===== config.mk =====
export PLATFORM = sky130hd
export DESIGN_NAME = irrigation_pump_controller_core
export DESIGN_NICKNAME = d
export VERILOG_FILES = /design/src/hw/rtl/ipc_pkg.sv /design/src/hw/rtl/irrigation_pump_controller_core.sv /design/src/hw/rtl/ipc_avg.sv /design/src/hw/rtl/ipc_mode.sv
export SDC_FILE = /design/constraint.sdc
export NUM_CORES = 1
export LEC_CHECK = 0
export ABC_AREA = 1
export BUFFER_PORTS_ARGS = -buffer_cell sky130_fd_sc_hd__buf_2
export CAP_MARGIN = 20
export CELL_PAD_IN_SITES_DETAIL_PLACEMENT = 1
export CELL_PAD_IN_SITES_GLOBAL_PLACEMENT = 1
export CORE_UTILIZATION = 45
export CTS_CLUSTER_SIZE = 14
export DETAILED_ROUTE_END_ITERATION = 16
export HOLD_SLACK_MARGIN = 0.1
export PLACE_DENSITY = 0.8
export SLEW_MARGIN = 20
export SYNTH_ARGS = -nofsm -noshare
export SYNTH_HDL_FRONTEND = slang
export SYNTH_HIERARCHICAL = 1
export SYNTH_SLANG_ARGS = --single-unit

===== constraint.sdc =====
create_clock -name clk -period 6 [get_ports clk]
set_input_delay 1.2 -clock clk [delete_from_list [all_inputs] [get_ports clk]]
set_output_delay 1.2 -clock clk [all_outputs]
set_load 0.05 [all_outputs]

===== src/hw/rtl/ipc_pkg.sv =====
// Shared types, constants and register indexes for the irrigation pump controller.
package ipc_pkg;

  // Field widths.
  localparam int MOIST_W = 15;
  localparam int TIME_W  = 32;
  localparam int MODE_W  = 3;
  localparam int CFG_IDX_W  = 3;
  localparam int CFG_DATA_W = 32;

  // Moving average depth and full scale (100 percent with 8 fraction bits).
  localparam int SAMPLES = 20;
  localparam int FULL_SCALE_I = 25600;
  localparam logic [MOIST_W-1:0] FULL_SCALE = MOIST_W'(FULL_SCALE_I);

  // Running sum and ring pointer widths.
  localparam int SUM_W = $clog2(SAMPLES * FULL_SCALE_I + 1);
  localparam int POS_W = (SAMPLES > 1) ? $clog2(SAMPLES) : 1;
  localparam logic [POS_W-1:0] POS_LAST = POS_W'(SAMPLES - 1);

  // Reciprocal for sum / SAMPLES: ceil(2^k / SAMPLES) with k large enough that
  // the truncated product is exact for every sum below 2^SUM_W.
  localparam int RECIP_SH = SUM_W + $clog2(SAMPLES);
  localparam int RECIP_I  = ((2 ** RECIP_SH) + SAMPLES - 1) / SAMPLES;
  localparam int RECIP_W  = $clog2(RECIP_I + 1);
  localparam logic [RECIP_W-1:0] RECIP = RECIP_W'(RECIP_I);

  // Configuration register indexes.
  localparam logic [CFG_IDX_W-1:0] CFG_DRY_LEVEL     = 3'd0;
  localparam logic [CFG_IDX_W-1:0] CFG_WET_LEVEL     = 3'd1;
  localparam logic [CFG_IDX_W-1:0] CFG_SENSOR_FLOOR  = 3'd2;
  localparam logic [CFG_IDX_W-1:0] CFG_PUMP_LIMIT_MS = 3'd3;
  localparam logic [CFG_IDX_W-1:0] CFG_SOAK_MS       = 3'd4;

  // Configuration reset values.
  localparam logic [MOIST_W-1:0] DRY_LEVEL_RST     = 15'd7680;
  localparam logic [MOIST_W-1:0] WET_LEVEL_RST     = 15'd15360;
  localparam logic [MOIST_W-1:0] SENSOR_FLOOR_RST  = 15'd128;
  localparam logic [TIME_W-1:0]  PUMP_LIMIT_MS_RST = 32'd20000;
  localparam logic [TIME_W-1:0]  SOAK_MS_RST       = 32'd15000;

  // Controller modes.
  typedef enum logic [MODE_W-1:0] {
    MODE_IDLE        = 3'd0,
    MODE_AUTO        = 3'd1,
    MODE_MANUAL      = 3'd2,
    MODE_SOAK        = 3'd3,
    MODE_ERR_TIMEOUT = 3'd4,
    MODE_ERR_SENSOR  = 3'd5
  } mode_t;

  // Configuration register file contents.
  typedef struct packed {
    logic [MOIST_W-1:0] dry_level;
    logic [MOIST_W-1:0] wet_level;
    logic [MOIST_W-1:0] sensor_floor;
    logic [TIME_W-1:0]  pump_limit_ms;
    logic [TIME_W-1:0]  soak_ms;
  } cfg_t;

  // One tick after averaging, handed to the mode controller.
  typedef struct packed {
    logic [MOIST_W-1:0] average;
    logic               button;
    logic [TIME_W-1:0]  now_ms;
  } tick_t;

  // One result item.
  typedef struct packed {
    logic               pump_on;
    mode_t              mode;
    logic [MOIST_W-1:0] average;
  } res_t;

endpackage


===== src/hw/rtl/irrigation_pump_controller_core.sv =====
// Top level of the irrigation pump controller: config registers, result register, assertions.
//
//   Channel   Direction  Handshake              Payload
//   in_       input      in_valid / in_ready    moisture_sample, button_pressed, now_ms
//   out_      output     out_valid / out_ready  pump_on, mode, average
//   cfg_      input      cfg_valid / cfg_ready  cfg_index (3 bits), cfg_data (32 bits)
//
// One item per cycle is sustained while out_ready stays high; after the input transfer the item
// passes the averaging stages s1, s2 and s3 and then the result register before out_valid rises.
// The throughput is set by the ring and running-sum update, and by the mode register,
// which both feed their own next value back without a pipeline break.
// Reset clears all valid bits, the ring state, the mode and timestamps, and loads the
// configuration defaults; there is no clearing pass, the first sample fills the ring.
// Each stage holds its item while the next one is full and stalled; cfg_ready is always high.
module irrigation_pump_controller_core import ipc_pkg::*; (
  input  logic                  clk,
  input  logic                  rst_n,
  input  logic                  in_valid,
  output logic                  in_ready,
  input  logic [MOIST_W-1:0]    in_moisture_sample,
  input  logic                  in_button_pressed,
  input  logic [TIME_W-1:0]     in_now_ms,
  output logic                  out_valid,
  input  logic                  out_ready,
  output logic                  out_pump_on,
  output logic [MODE_W-1:0]     out_mode,
  output logic [MOIST_W-1:0]    out_average,
  input  logic                  cfg_valid,
  output logic                  cfg_ready,
  input  logic [CFG_IDX_W-1:0]  cfg_index,
  input  logic [CFG_DATA_W-1:0] cfg_data
);

  cfg_t  cfg_r;
  logic  avg_valid;
  logic  avg_ready;
  tick_t avg_tick;
  logic  advance;
  res_t  res;
  logic  out_valid_r;
  res_t  out_res_r;

  // Moving average pipeline.
  ipc_avg u_avg (
    .clk       (clk),
    .rst_n     (rst_n),
    .in_valid  (in_valid),
    .in_ready  (in_ready),
    .in_sample (in_moisture_sample),
    .in_button (in_button_pressed),
    .in_now_ms (in_now_ms),
    .out_valid (avg_valid),
    .out_ready (avg_ready),
    .out_tick  (avg_tick)
  );

  // The result register takes a tick when it is empty or its result is taken.
  assign avg_ready = !out_valid_r || out_ready;
  assign advance   = avg_valid && avg_ready;

  // Mode controller.
  ipc_mode u_mode (
    .clk     (clk),
    .rst_n   (rst_n),
    .advance (advance),
    .tick    (avg_tick),
    .cfg     (cfg_r),
    .res     (res)
  );

  // Configuration writes; an unknown index is ignored.
  assign cfg_ready = 1'b1;

  always_ff @(posedge clk) begin
    if (!rst_n) begin
      cfg_r.dry_level     <= DRY_LEVEL_RST;
      cfg_r.wet_level     <= WET_LEVEL_RST;
      cfg_r.sensor_floor  <= SENSOR_FLOOR_RST;
      cfg_r.pump_limit_ms <= PUMP_LIMIT_MS_RST;
      cfg_r.soak_ms       <= SOAK_MS_RST;
    end else if (cfg_valid && cfg_ready) begin
      case (cfg_index)
        CFG_DRY_LEVEL:     cfg_r.dry_level     <= cfg_data[MOIST_W-1:0];
        CFG_WET_LEVEL:     cfg_r.wet_level     <= cfg_data[MOIST_W-1:0];
        CFG_SENSOR_FLOOR:  cfg_r.sensor_floor  <= cfg_data[MOIST_W-1:0];
        CFG_PUMP_LIMIT_MS: cfg_r.pump_limit_ms <= cfg_data[TIME_W-1:0];
        CFG_SOAK_MS:       cfg_r.soak_ms       <= cfg_data[TIME_W-1:0];
        default: begin
        end
      endcase
    end
  end

  // Result register.
  always_ff @(posedge clk) begin
    if (!rst_n) begin
      out_valid_r <= 1'b0;
    end else if (avg_ready) begin
      out_valid_r <= avg_valid;
    end
  end

  always_ff @(posedge clk) begin
    if (advance) begin
      out_res_r <= res;
    end
  end

  assign out_valid   = out_valid_r;
  assign out_pump_on = out_res_r.pump_on;
  assign out_mode    = out_res_r.mode;
  assign out_average = out_res_r.average;

  // The average of saturated samples never exceeds full scale.
  a_avg_range: assert property (@(posedge clk) disable iff (!rst_n)
    out_valid |-> (out_average <= FULL_SCALE))
    else $error("average above full scale");

  // A failed health check never drives the pump.
  a_floor_no_pump: assert property (@(posedge clk) disable iff (!rst_n)
    (out_valid && (out_average < cfg_r.sensor_floor)) |-> !out_pump_on)
    else $error("pump driven with average below sensor floor");

  // A pumping tick ends in a watering mode, idle or a timeout error.
  a_pump_mode: assert property (@(posedge clk) disable iff (!rst_n)
    (out_valid && out_pump_on) |->
      ((out_mode == MODE_AUTO) || (out_mode == MODE_MANUAL) ||
       (out_mode == MODE_IDLE) || (out_mode == MODE_ERR_TIMEOUT)))
    else $error("pump on with an unexpected next mode");

endmodule


===== src/hw/rtl/ipc_avg.sv =====
// Moving average unit: sample ring, running sum and reciprocal divide, three stages.
module ipc_avg import ipc_pkg::*; (
  input  logic               clk,
  input  logic               rst_n,
  input  logic               in_valid,
  output logic               in_ready,
  input  logic [MOIST_W-1:0] in_sample,
  input  logic               in_button,
  input  logic [TIME_W-1:0]  in_now_ms,
  output logic               out_valid,
  input  logic               out_ready,
  output tick_t              out_tick
);

  // Stage one holds the saturated sample.
  logic               s1_valid_r;
  logic [MOIST_W-1:0] s1_sample_r;
  logic               s1_button_r;
  logic [TIME_W-1:0]  s1_now_r;

  // Stage two holds the tick whose sum sits in sum_r.
  logic               s2_valid_r;
  logic               s2_button_r;
  logic [TIME_W-1:0]  s2_now_r;

  // Stage three holds the finished average.
  logic  s3_valid_r;
  tick_t s3_tick_r;

  // Ring state.
  logic [MOIST_W-1:0] ring_r [SAMPLES];
  logic [POS_W-1:0]   pos_r;
  logic [POS_W-1:0]   pos_nxt;
  logic [POS_W-1:0]   pos_base;
  logic [SUM_W-1:0]   sum_r;
  logic [SUM_W-1:0]   sum_nxt;
  logic               primed_r;

  logic [MOIST_W-1:0] in_sat;
  logic               s3_ready;
  logic               s2_ready;
  logic               s1_move;
  logic               s2_move;
  logic [SUM_W+RECIP_W-1:0] prod;

  // Each stage takes a new item when it is empty or its content moves on.
  assign s3_ready = !s3_valid_r || out_ready;
  assign s2_ready = !s2_valid_r || s3_ready;
  assign in_ready = !s1_valid_r || s2_ready;
  assign s1_move  = s1_valid_r && s2_ready;
  assign s2_move  = s2_valid_r && s3_ready;

  // Samples above full scale are clipped.
  assign in_sat = (in_sample > FULL_SCALE) ? FULL_SCALE : in_sample;

  // The first sample fills the whole ring, so its sum is SAMPLES times the sample
  // and the ring pointer restarts at slot zero.
  always_comb begin
    if (!primed_r) begin
      sum_nxt  = SUM_W'(SUM_W'(s1_sample_r) * SUM_W'(SAMPLES));
      pos_base = '0;
    end else begin
      sum_nxt  = sum_r - SUM_W'(ring_r[pos_r]) + SUM_W'(s1_sample_r);
      pos_base = pos_r;
    end
    pos_nxt = (pos_base == POS_LAST) ? '0 : pos_base + POS_W'(1);
  end

  // Average is the sum times the reciprocal, truncated.
  assign prod = SUM_W'(sum_r) * RECIP;

  // Control registers of the pipeline and the ring.
  always_ff @(posedge clk) begin
    if (!rst_n) begin
      s1_valid_r <= 1'b0;
      s2_valid_r <= 1'b0;
      s3_valid_r <= 1'b0;
      pos_r      <= '0;
      sum_r      <= '0;
      primed_r   <= 1'b0;
    end else begin
      if (in_ready) begin
        s1_valid_r <= in_valid;
      end
      if (s2_ready) begin
        s2_valid_r <= s1_valid_r;
      end
      if (s3_ready) begin
        s3_valid_r <= s2_valid_r;
      end
      if (s1_move) begin
        pos_r    <= pos_nxt;
        sum_r    <= sum_nxt;
        primed_r <= 1'b1;
      end
    end
  end

  // Payload registers.
  always_ff @(posedge clk) begin
    if (in_valid && in_ready) begin
      s1_sample_r <= in_sat;
      s1_button_r <= in_button;
      s1_now_r    <= in_now_ms;
    end
    if (s1_move) begin
      s2_button_r <= s1_button_r;
      s2_now_r    <= s1_now_r;
      for (int i = 0; i < SAMPLES; i++) begin
        if (!primed_r || (pos_r == POS_W'(i))) begin
          ring_r[i] <= s1_sample_r;
        end
      end
    end
    if (s2_move) begin
      s3_tick_r.average <= MOIST_W'(prod >> RECIP_SH);
      s3_tick_r.button  <= s2_button_r;
      s3_tick_r.now_ms  <= s2_now_r;
    end
  end

  assign out_valid = s3_valid_r;
  assign out_tick  = s3_tick_r;

endmodule


===== src/hw/rtl/ipc_mode.sv =====
// Pump mode controller: health check, mode transition and pump timestamps.
module ipc_mode import ipc_pkg::*; (
  input  logic  clk,
  input  logic  rst_n,
  input  logic  advance,
  input  tick_t tick,
  input  cfg_t  cfg,
  output res_t  res
);

  mode_t             mode_r;
  mode_t             mode_nxt;
  mode_t             mode_chk;
  logic [TIME_W-1:0] start_r;
  logic [TIME_W-1:0] start_nxt;
  logic [TIME_W-1:0] end_r;
  logic [TIME_W-1:0] end_nxt;
  logic              run_over;
  logic              soak_over;
  logic              pump;

  // Elapsed times wrap with the millisecond counter.
  assign run_over  = (tick.now_ms - start_r) > cfg.pump_limit_ms;
  assign soak_over = (tick.now_ms - end_r) > cfg.soak_ms;

  // A low average flags a missing sensor unless a timeout error is pending.
  assign mode_chk = ((tick.average < cfg.sensor_floor) && (mode_r != MODE_ERR_TIMEOUT)) ?
                    MODE_ERR_SENSOR : mode_r;
  assign pump = (mode_chk == MODE_AUTO) || (mode_chk == MODE_MANUAL);

  // Next mode and timestamps.
  always_comb begin
    mode_nxt  = mode_chk;
    start_nxt = start_r;
    end_nxt   = end_r;
    case (mode_chk)
      MODE_AUTO: begin
        if (tick.average > cfg.wet_level) begin
          mode_nxt = MODE_IDLE;
          end_nxt  = tick.now_ms;
        end else if (run_over) begin
          mode_nxt = MODE_ERR_TIMEOUT;
          end_nxt  = tick.now_ms;
        end
      end
      MODE_MANUAL: begin
        // The timeout test wins over a released button.
        if (run_over) begin
          mode_nxt = MODE_ERR_TIMEOUT;
          end_nxt  = tick.now_ms;
        end else if (!tick.button) begin
          mode_nxt = MODE_IDLE;
          end_nxt  = tick.now_ms;
        end
      end
      MODE_SOAK: begin
        if (tick.button) begin
          mode_nxt  = MODE_MANUAL;
          start_nxt = tick.now_ms;
        end else if (soak_over) begin
          mode_nxt = MODE_IDLE;
        end
      end
      MODE_ERR_TIMEOUT, MODE_ERR_SENSOR: begin
        if (tick.button) begin
          mode_nxt = MODE_IDLE;
          end_nxt  = tick.now_ms;
        end
      end
      default: begin
        // Idle, and any unused code, behaves as idle.
        if (tick.button) begin
          mode_nxt  = MODE_MANUAL;
          start_nxt = tick.now_ms;
        end else if (tick.average < cfg.dry_level) begin
          if (soak_over) begin
            mode_nxt  = MODE_AUTO;
            start_nxt = tick.now_ms;
          end else begin
            mode_nxt = MODE_SOAK;
          end
        end else begin
          mode_nxt = MODE_IDLE;
        end
      end
    endcase
  end

  // Controller state advances once per transfer into the result register.
  always_ff @(posedge clk) begin
    if (!rst_n) begin
      mode_r  <= MODE_IDLE;
      start_r <= '0;
      end_r   <= '0;
    end else if (advance) begin
      mode_r  <= mode_nxt;
      start_r <= start_nxt;
      end_r   <= end_nxt;
    end
  end

  assign res.pump_on = pump;
  assign res.mode    = mode_nxt;
  assign res.average = tick.average;

endmodule


==> flow_metrics.env, run 1 <==
export IMPL_wl_met2_um=60260
export IMPL_powerDensity_nw_per_um2=343.9
export IMPL_clock_sinks=658
export IMPL_worst_setup_path_start_kind="flop"
export IMPL_maxCapViolations=0
export IMPL_core_region_area_um2=88370
export IMPL_synth_top_area_share_pct=33.54
export IMPL_wirelength_um=121700
export IMPL_ys_warn_count=6
export IMPL_yosysSeqAreaShare_pct=44.02
export IMPL_tightest_slew_ns=1.003
export IMPL_design_area_um2=44410
export IMPL_setup_viol=0
export IMPL_slew_violations=0
export IMPL_grt_pass1_vias=33840
export IMPL_rsz0062_at_grt="no"
export IMPL_critPathMaxFanout=5
export IMPL_synthArstFlopShare_pct=0
export IMPL_area_growth_syn_to_layout_pct=10.72
export IMPL_regArea_um2=17660
export IMPL_fin_setup_tns_ns=0
export IMPL_grt_usage_pct=26.80
export IMPL_clkTransAtPathRegs_ns=0.06
export IMPL_period_needed_ns=5.571
export IMPL_cts_resized=0
export IMPL_wire_per_inst_um=20.71
export IMPL_synth_area_um2=40110
export IMPL_grt_max_degree=151
export IMPL_ys_ff_latch=658
export IMPL_initial_core_util_pct=45.39
export IMPL_fin_cells=5878
export IMPL_synthDistinctLibCells=62
export IMPL_cts_hold_buf=0
export IMPL_grt_pass1_wl_um=188100
export IMPL_relSlewSlack_pct=33.03
export IMPL_drc=0
export IMPL_multi_input_area_um2=18840
export IMPL_place_worst_setup_slack_ns=0.4294
export IMPL_die_w_um=300.6
export IMPL_yosysTopAreaCell="edfxtp_1"
export IMPL_final_hold_violation_count=0
export IMPL_fmax_mhz=179.5
export IMPL_synth_cells=4565
export IMPL_synthTopCellsByCount="inv_1, nand2_1, nor2_1"
export IMPL_portBuffers=108
export IMPL_dieArea_um2=90340
export IMPL_cts_tree="built"
export IMPL_pin_count=110
export IMPL_layout_setup_ws_ns=0.4294
export IMPL_synth_edf_count=448
export IMPL_first_iter_violations=2087
export IMPL_ant_nets=0
export IMPL_top_layer="met5"
export IMPL_worstPathArrival_ns=5.97
export IMPL_gp_congestion=0.9149
export IMPL_first_pass_iters=5
export IMPL_num_rows=109
export IMPL_cts_root_buf="clkbuf_16"
export IMPL_wl_met1_um=51750
export IMPL_post_route_cells_drive_above_1_share_pct=7.598
export IMPL_syn_area_per_cell_um2=8.787
export IMPL_yosys_top_cells_area="edfxtp_1, ha_1, dfxtp_1"
export IMPL_worstSetupPathType="flop to flop"
export IMPL_fin_util_pct=50.26
export IMPL_finalCritPeriodShare_pct=92.84
export IMPL_ir_worst_vdd_mv=0.2417
export IMPL_viasPerCell=5.459
export IMPL_worst_setup_path_end_kind="flop"
export IMPL_dpl_cell_area_um2=41720
export IMPL_worstPathRequired_ns=6.40
export IMPL_syn_num_nets=5122
export IMPL_synth_ff_type="edfxtp_1"
export IMPL_post_cts_buffers=0
export IMPL_grt_antenna_before_repair=5
export IMPL_grt_ovfl_total=0
export IMPL_htree_levels=3
export IMPL_clockBufferDepth=3
export IMPL_clk_latency_ns=0.69
export IMPL_routed_via_count=32090
export IMPL_synth_most_common_cell="inv_1"
export IMPL_place_inst=5737
export IMPL_met3_length_um=5787
export IMPL_dp_hpwl_um=88620
export IMPL_die_h_um=300.6
export IMPL_fin_nets=5206
export IMPL_nFillCells=10370
export IMPL_power_leakage_nw=19.43
export IMPL_outcome="complete, no violations"
export IMPL_min_path_type="flop to flop"
export IMPL_fin_skew_ns=0.05484
export IMPL_numCtsBuffers=75
[metrics by stage]
stage	power [mW]	hold WS, ns
after floorplan	8.840	0.4003
after global placement	10.12	0.4025
after detailed placement	10.36	0.4056
after CTS	15.35	0.4119
after global routing	16.13	0.4111
final	15.27	0.4173
[metal layers]
| metal | vias to the layer above | global-route usage (%) |
|---|---|---|
| li1 | 15250 | - |
| met1 | 15890 | 33.51 |
| met2 | 728 | 46.95 |
| met3 | 218 | 4.055 |
| met4 | 2 | 9.355 |
| met5 | - | 0 |
[state kept, by name, summed over array words and instances (netlist names), 3 cells and up, named ones only]
signal             flops
u_avg/s1_now_r        32
u_avg/sum_r           19
u_mode/end_r          32
u_avg/pos_r            5
u_avg/s1_sample_r     15
u_avg/out_tick        48
u_mode/start_r        32
u_avg/s2_now_r        32
u_mode/mode_r          3
u_avg/ring_r         300
cfg_r                109
out_average           15
out_mode               3
[logic make-up after synthesis]
kind of cell    Yosys count  synth area share (%)
simple gates           1748                 18.29
fa+ha+maj               469                 16.82
other cells               1              0.009348
buf+inv                 884                 9.086
flops                   658                 44.02
xor+xnor                 70                 1.528
compound gates          735                 10.26
[worst max-delay path, cell delays in order, from the launching register on]
cell	delay (ns)
dfxtp_1	0.42
inv_1	0.10
ha_1	0.36
fa_1	0.56
inv_1	0.11
fa_1	0.55
fa_1	0.54
fa_1	0.56
inv_1	0.06
fa_1	0.54
inv_1	0.05
ha_1	0.36
a21oi_1	0.20
o21ai_0	0.17
a21oi_1	0.29
nor2_1	0.07
nor3_1	0.20
nand2_1	0.08
nand2_1	0.06
nand2_1	0.04
[layout make-up]
class                   count  area share (%)
diodes                      1        0.005634
clock inverters            42           1.259
repair buffers            169           2.375
well taps                1165           3.282
inverters                 722           6.113
flip-flops and latches    658           39.77
clock buffers              98           4.789
multi-input cells        3023           42.41
[final timing paths]
check / from / end / slack, ns / cells after the start
max: u_avg/sum_r[17] / u_avg/out_tick[42] / 0.43 / 19
min: u_avg/s2_now_r[27] / u_avg/out_tick[27] / 0.42 / 0
min reg2reg: u_avg/s2_now_r[27] / u_avg/out_tick[27] / 0.42 / 0
max reg2reg: u_avg/sum_r[17] / u_avg/out_tick[42] / 0.43 / 19
[cells in the final DEF (no fill, tap or decap), types with 8 or more instances in the layout]
| cell | synthesis | routed |
|---|---|---|
| a21o_1 | 16 | 16 |
| a21oi_1 | 281 | 279 |
| a31oi_1 | 34 | 34 |
| buf_2 | 67 | 107 |
| buf_4 | 32 | 57 |
| clkbuf_1 | 35 | 10 |
| clkbuf_16 | 0 | 78 |
| clkbuf_8 | 0 | 10 |
| clkinv_1 | 3 | 8 |
| clkinv_2 | 1 | 15 |
| dfxtp_1 | 210 | 208 |
| edfxtp_1 | 448 | 448 |
| fa_1 | 117 | 117 |
| ha_1 | 352 | 352 |
| inv_1 | 709 | 708 |
| inv_2 | 8 | 8 |
| nand2_1 | 706 | 706 |
| nand3_1 | 255 | 255 |
| nand4_1 | 53 | 53 |
| nor2_1 | 644 | 643 |
| nor2_2 | 15 | 15 |
| nor3_1 | 26 | 26 |
| nor4_1 | 10 | 10 |
| o211ai_1 | 9 | 9 |
| o21ai_0 | 225 | 225 |
| o21ai_1 | 44 | 44 |
| o21bai_1 | 16 | 16 |
| o221ai_1 | 19 | 19 |
| o22a_1 | 15 | 15 |
| o22ai_1 | 43 | 43 |
| xnor2_1 | 25 | 25 |
| xor2_1 | 45 | 45 |
[where the power goes]
group / switching (mW) / leakage (nW) / internal, mW
sequential: 0.162 / 5.89 / 5.17
combinational: 3.33 / 12.2 / 1.67
clock: 2.09 / 1.30 / 2.86
total: 5.58 / 19.4 / 9.69
Power figures use the tool's default switching activity.
==> run 2: changes to the inputs <==
--- a/config.mk
+++ b/config.mk
@@ -14,6 +14,7 @@
 export CTS_CLUSTER_SIZE = 14
 export DETAILED_ROUTE_END_ITERATION = 16
 export HOLD_SLACK_MARGIN = 0.1
+export MAX_ROUTING_LAYER = met4
 export PLACE_DENSITY = 0.8
 export SLEW_MARGIN = 20
 export SYNTH_ARGS = -nofsm -noshare
==> flow_metrics.env, run 2 (synthesis gave the netlist of run 1 again) <==
export IMPL_outcome="complete, no violations"
export IMPL_viasPerCell=5.489
export IMPL_worstPathRequired_ns=6.39
export IMPL_ir_worst_vdd_mv=0.2036
export IMPL_finalCritPeriodShare_pct=92.06
export IMPL_layout_setup_ws_ns=0.4761
export IMPL_initial_core_util_pct=45.39
export IMPL_fin_setup_tns_ns=0
export IMPL_post_cts_buffers=0
export IMPL_critPathSlowestCell="fa_1"
export IMPL_die_h_um=300.6
export IMPL_relSlewSlack_pct=30.34
export IMPL_crit_chain="inv_1 -> ha_1 -> inv_1 -> fa_1 -> fa_1 -> inv_1 -> fa_1 -> inv_1 -> fa_1 -> inv_1 -> fa_1 -> inv_1 -> ha_1 -> a21oi_1 -> o21ai_0 -> a21oi_1 -> nor2_1 -> nor3_1 -> nand2_1 -> nand2_1 -> nand2_1"
export IMPL_powerDensity_nw_per_um2=338.5
export IMPL_critPathMaxFanout=5
export IMPL_worstSetupPathType="flop to flop"
export IMPL_final_hold_violation_count=0
export IMPL_min_path_type="flop to flop"
export IMPL_final_cell_mix="inv_1, nand2_1, nor2_1, edfxtp_1, ha_1"
export IMPL_crit_top_cell="inv_1"
export IMPL_tightest_slew_ns=1.045
export IMPL_nFillCells=10410
export IMPL_drc=0
export IMPL_period_needed_ns=5.524
export IMPL_cts_resized=0
export IMPL_worst_setup_path_start_kind="flop"
export IMPL_pin_count=110
export IMPL_first_iter_violations=2195
export IMPL_layout_commonest_cell="inv_1"
export IMPL_first_pass_iters=5
export IMPL_slew_violations=0
export IMPL_dpl_cell_area_um2=41700
export IMPL_worstPathArrival_ns=5.92
export IMPL_fmax_mhz=181.0
export IMPL_routed_via_count=32230
export IMPL_top_register="u_avg/ring_r"
export IMPL_fin_nets=5206
export IMPL_fin_skew_ns=0.02493
export IMPL_cts_root_buf="clkbuf_16"
export IMPL_grt_ovfl_total=0
export IMPL_ant_nets=0
export IMPL_rsz0062_at_grt="no"
export IMPL_cts_hold_buf=0
export IMPL_antenna_cells=0
export IMPL_dieArea_um2=90340
export IMPL_design_area_um2=44190
export IMPL_grt_antenna_before_repair=4
export IMPL_numCtsBuffers=76
export IMPL_portBuffers=108
export IMPL_maxCapViolations=0
export IMPL_fin_util_pct=50.00
export IMPL_num_rows=109
export IMPL_gp_congestion=0.9368
export IMPL_grt_max_degree=125
export IMPL_clock_sinks=658
export IMPL_place_worst_setup_slack_ns=0.5091
export IMPL_cts_tree="built"
export IMPL_grt_usage_pct=27.30
export IMPL_setup_viol=0
export IMPL_grt_pass1_vias=33720
export IMPL_worst_setup_path_end_kind="flop"
export IMPL_area_growth_syn_to_layout_pct=10.15
export IMPL_grt_pass1_wl_um=187300
export IMPL_wire_per_inst_um=20.45
export IMPL_post_route_cells_drive_above_1_share_pct=7.222
export IMPL_htree_levels=3
export IMPL_clk_latency_ns=0.65
export IMPL_clockBufferDepth=3
export IMPL_clkTransAtPathRegs_ns=0.06
export IMPL_power_leakage_nw=19.32
export IMPL_largest_reg_flops=300
export IMPL_die_w_um=300.6
export IMPL_max_stage_delay_ns=0.61
export IMPL_dp_hpwl_um=89510
export IMPL_wirelength_um=120100
export IMPL_core_region_area_um2=88370
==> run 2: cell count changes in the layout (fill, tap and decap cells not counted), sizes merged <==
cell,delta
clkinvlp,-4
clkinv,-6
buf,-1
bufinv,-1
clkbuf,+7
inv,+1
diode,-1
==> run 2: metrics by stage <==
stage | hold slack, ns | total power, mW | std cells
after floorplan | 0.4003 | 8.840 | 4565
after global placement | 0.4029 | 10.14 | 5736
after detailed placement | 0.4056 | 10.35 | 5736
after CTS | 0.4068 | 15.06 | 5873
after global routing | 0.4155 | 15.87 | 5873
final | 0.4008 | 14.96 | 5873
==> run 2: cell type report <==
cell class,instances,area [µm²],area share (%)
multi-input combinational,3023,18840,42.63
tap,1165,1458,3.299
clock buffer,105,2072,4.689
clock inverter,32,409.1,0.9260
inverter,722,2715,6.145
timing repair buffer,168,1035,2.342
sequential,658,17660,39.97
==> run 2: report_power, final <==
part | internal (mW) | total [mW] | switching (mW)
sequential | 5.17 | 5.34 | 0.171
combinational | 1.65 | 4.95 | 3.30
clock | 2.70 | 4.66 | 1.96
total | 9.53 | 15.0 | 5.43
==> run 2: worst paths after layout <==
check	startpoint	endpoint	slack [ns]	cells past startpoint
hold reg to reg	u_avg/s2_now_r[2]	u_avg/out_tick[2]	0.40	0
hold / removal	u_avg/s2_now_r[2]	u_avg/out_tick[2]	0.40	0
setup reg to reg	u_avg/sum_r[8]	u_avg/out_tick[42]	0.48	21
setup / recovery	u_avg/sum_r[8]	u_avg/out_tick[42]	0.48	21
==> run 2: per-layer routing <==
metal	vias up	global-route usage (%)	part of all wire, %
met3	205	3.102	4.0
met2	732	46.00	49
met5	-	-	0
met4	0	8.472	3.0
li1	15270	-	-
met1	16030	34.34	44
==> run 2: worst max-delay path, delay by kind of cell, from the launching register on <==
family | cells | cell delay (ns)
flops | 1 | 0.40
compound gates | 3 | 0.66
simple gates | 5 | 0.45
buf+inv | 6 | 0.46
fa+ha+maj | 7 | 3.31
